[src/hdl/ctpl_ram.sv]
// generic single port ram with registered read
`default_nettype none
module ctpl_ram #(
	parameter int WIDTH = 8,
	parameter int DEPTH = 256
) (
	input  wire logic                     clk,
	input  wire logic                     we,
	input  wire logic [$clog2(DEPTH)-1:0] addr,
	input  wire logic [WIDTH-1:0]         wdata,
	output logic      [WIDTH-1:0]         rdata
);
	logic [WIDTH-1:0] mem [DEPTH];

	always_ff @(posedge clk) begin
		if (we) begin
			mem[addr] <= wdata;
		end
		rdata <= mem[addr];
	end
endmodule
`default_nettype wire

[config.mk]
export PLATFORM = sky130hd
export DESIGN_NAME = ctpl_ram
export DESIGN_NICKNAME = d
export VERILOG_FILES = /design/src/hdl/ctpl_ram.sv
export SDC_FILE = /design/constraint.sdc
export NUM_CORES = 2
export LEC_CHECK = 0
export BUFFER_PORTS_ARGS = -buffer_cell sky130_fd_sc_hd__buf_4
export CORE_MARGIN = 3
export CORE_UTILIZATION = 35
export DETAILED_ROUTE_END_ITERATION = 10
export PLACE_DENSITY_LB_ADDON = 0.2
export SYNTH_ARGS = -nofsm -noshare
export SYNTH_HDL_FRONTEND = slang
export SYNTH_SLANG_ARGS = --single-unit
export TNS_END_PERCENT = 5
[constraint.sdc]
create_clock -name clk -period 2.5 [get_ports clk]
set_clock_uncertainty 0.1 [all_clocks]
set_input_delay 0.125 -clock clk [delete_from_list [all_inputs] [get_ports clk]]
set_output_delay 0.125 -clock clk [all_outputs]
set_load 0.02 [all_outputs]
==> flow_metrics.py <==
metrics = {
    "status": {
        "status": "complete, no violations",
    },
    "grt": {
        "grt_max_degree": 105,
        "grt_pass1_vias": 40600,
        "grt_antenna_before_repair": 7,
        "grt_pass1_wl_mm": 303,
        "grt_use_total_pct": 18.4,
        "grt-ovfl-total": 0,
    },
    "worst_setup_path": {
        "slowest_delay_ps": 650,
        "reg2regPathDepth": 6,
        "crit_path_end_kind": "flop",
        "path_depth": 6,
        "path_class": "flop to flop",
        "crit_buf_inv": 1,
        "crit_chain": "mux4_2, a22oi_1, a21oi_2, o41ai_4, buf_4, nand4_1",
        "reg2reg_from": "mem[31][2]",
        "critical_path_arrival_ps": 3080,
        "cp-endpoint": "rdata[2]",
        "worstSetupStartpointType": "flop",
        "r2r_end": "rdata[2]",
        "crit_start": "mem[31][2]",
        "r2r_slack_ps": 40,
        "worstPathRequired_ps": 3120,
        "critPathMaxFanout": 1,
        "slowest_stage": "o41ai_4",
        "critical_path.top_delay_family": "compound AO/OA/AOI/OAI gates",
    },
    "floorplan": {
        "core_sq_mm": 0.223,
        "dieArea_sq_mm": 0.230,
        "die_height_um": 480,
        "core.rowCount": 173,
        "pin_count": 26,
        "start_util_pct": 35.2,
        "die_x_um": 480,
    },
    "routing": {
        "vias": 39000,
        "ant_nets": 0,
        "drt-initial-drc-count": 4058,
        "dr.pass1.iters": 6,
        "route.detailed.drc": 0,
        "drt-total-wl_mm": 212,
        "detail_route.wl_per_cell_um": 28.6,
        "drt-vias-per-instance": 5.27,
    },
    "final_layout": {
        "layout_commonest_cell": "edfxtp_1",
        "postLayoutCoreUtil_pct": 42.8,
        "final_cell_mix": "edfxtp_1 (2,048), buf_4 (577), mux4_2 (512), a22oi_1 (254), nor2_1 (231)",
        "final_nets": 4261,
        "drive_gt1_share_pct": 34.9,
        "syn2layout_area_growth_pct": 21.4,
        "post_layout_nonfiller_instances": 7408,
        "post-route-cell-area_sq_mm": 0.0953,
        "fillerInstances": 19200,
    },
    "place": {
        "gp_congestion": 0.799,
        "dp_hpwl_mm": 134,
        "place_area_sq_mm": 0.0879,
        "place_inst": 6988,
        "port-buffer-count": 25,
        "pre_cts_slack_ps": -1210,
    },
    "sta": {
        "slew_headroom_pct": 28.3,
        "hold_slack_ps": 83.8,
        "fmax_mhz": 407,
        "drv_slew": 0,
        "setup_ws_ps": 40.4,
        "post-route-period-util_pct": 98.4,
        "setup_viol": 0,
        "finalHoldViolCount": 0,
        "fin_crit_ps": 2460,
        "worst_pin_slew_ps": 1070,
        "rsz0062_at_grt": "yes",
    },
    "power": {
        "leakage_nw": 30.2,
        "cellPowerDensity_mw_per_mm2": 772,
        "vdd_drop_max_v": 0.000598,
    },
    "cts": {
        "clock_latency_ps": 870,
        "cts_tree": "built",
        "clk_path_buf_depth": 3,
        "cts_sinks": 2056,
        "cts_buffers": 214,
        "post_cts_buffers": 0,
        "cts.clk_slew.worst_paths_ps": 60,
        "htree_num_levels": 4,
        "cts-root-buf": "clkbuf_16",
    },
    "logic_synthesis": {
        "synth_seq_area_share_pct": 78.6,
        "synth-edff-count": 2048,
        "synth_nets": 3565,
        "synth.distinct_cells": 22,
        "avgSynthCellArea_sq_um": 22.1,
        "postSynthCellCount": 3547,
        "synth_area_sq_mm": 0.0785,
        "ys_async_sr_fraction_pct": 0,
        "synth_warnings": 0,
        "synth-seq-cells": 2056,
        "synth_flop_cell": "edfxtp_1",
    },
    "run": {
        "drv_cap": 0,
    },
    "hold_path": {
        "hold_class": "input pin to flop",
    },
}
registers in the layout (all words and copies together), names as in the netlist:
name   count
mem     2048
rdata      8
cells by family (layout without fill, tap and decap cells):
family / after synthesis / after routing / share of synthesized area, %
simple gates: 330 / 330 / 1.73
compound gates: 416 / 416 / 3.62
other cells: 0 / 5 / 0
buf+inv: 233 / 1114 / 1.40
mux: 512 / 512 / 14.7
flops: 2056 / 2056 / 78.6
timing repair:
action	4_1_cts	5_1_grt
hold endpoints to repair	2054	0
pin swaps	0	2
setup endpoints to repair	7	5
gates resized for setup	13	7
hold buffers	14	0
cell usage after synthesis, drive strengths merged, types with 3 or more instances:
library cell / n / area share, %
edfxtp: 2048 / 78
a21oi: 128 / 0.82
nand2: 28 / 0.13
o41ai: 32 / 0.36
a22oi: 256 / 2.4
nor3: 30 / 0.19
clkbuf: 145 / 0.69
buf: 87 / 0.70
nand4: 8 / 0.064
nand2b: 6 / 0.048
nand3: 13 / 0.083
and2: 3 / 0.024
nor2: 232 / 1.1
dfxtp: 8 / 0.20
mux4: 512 / 15
nor2b: 7 / 0.056
where the power goes:
part | switching (mW) | internal [mW]
sequential | 0.0657 | 38.0
clock | 13.5 | 18.1
combinational | 2.31 | 1.58
total | 15.8 | 57.7
through the flow:
stage,power [mW],setup TNS [ps]
after detailed placement,42.7,-50200
after global routing,76.0,-59.9
after CTS,74.4,-23.3
after floorplan,40.5,0
after global placement,42.7,-55300
final,73.6,0
worst reg2reg max path, stage by stage (launching register included):
cell and delay [ps]:
edfxtp_1 350, mux4_2 470, a22oi_1 330, a21oi_2 160, o41ai_4 650, buf_4 210, nand4_1 80
layout make-up:
class                      count  area [sq um]  share of cell area (%)
clock inverter               135          1410                    1.48
inverter                       1          3.75                 0.00394
tap                         2975          3720                    3.91
antenna                        5          12.5                  0.0131
multi-input combinational   1258         16000                    16.8
clock buffer                 266          5610                    5.89
timing repair buffer         712          6840                    7.18
sequential                  2056         61700                    64.7
worst min-delay path by stage:
stage | cells after the start | start | to
finish | 2 | wdata[6] | mem[198][6]
global route | 2 | wdata[6] | mem[200][6]
CTS | 6 | addr[5] | mem[22][0]
detailed placement | 1 | wdata[6] | mem[193][6]
global placement | 1 | wdata[6] | mem[192][6]
floorplan | 0 | wdata[0] | mem[0][0]
layer usage:
metal  GRT usage [%]  vias to the layer above  routed length, um
met5               0                        -                 27
met4            5.22                        4               5470
met3            3.45                      282              13400
met2            29.2                     1259             101000
met1            26.0                    20900              91300
li1                -                    16500                  -
(Power assumes the default switching activity.)
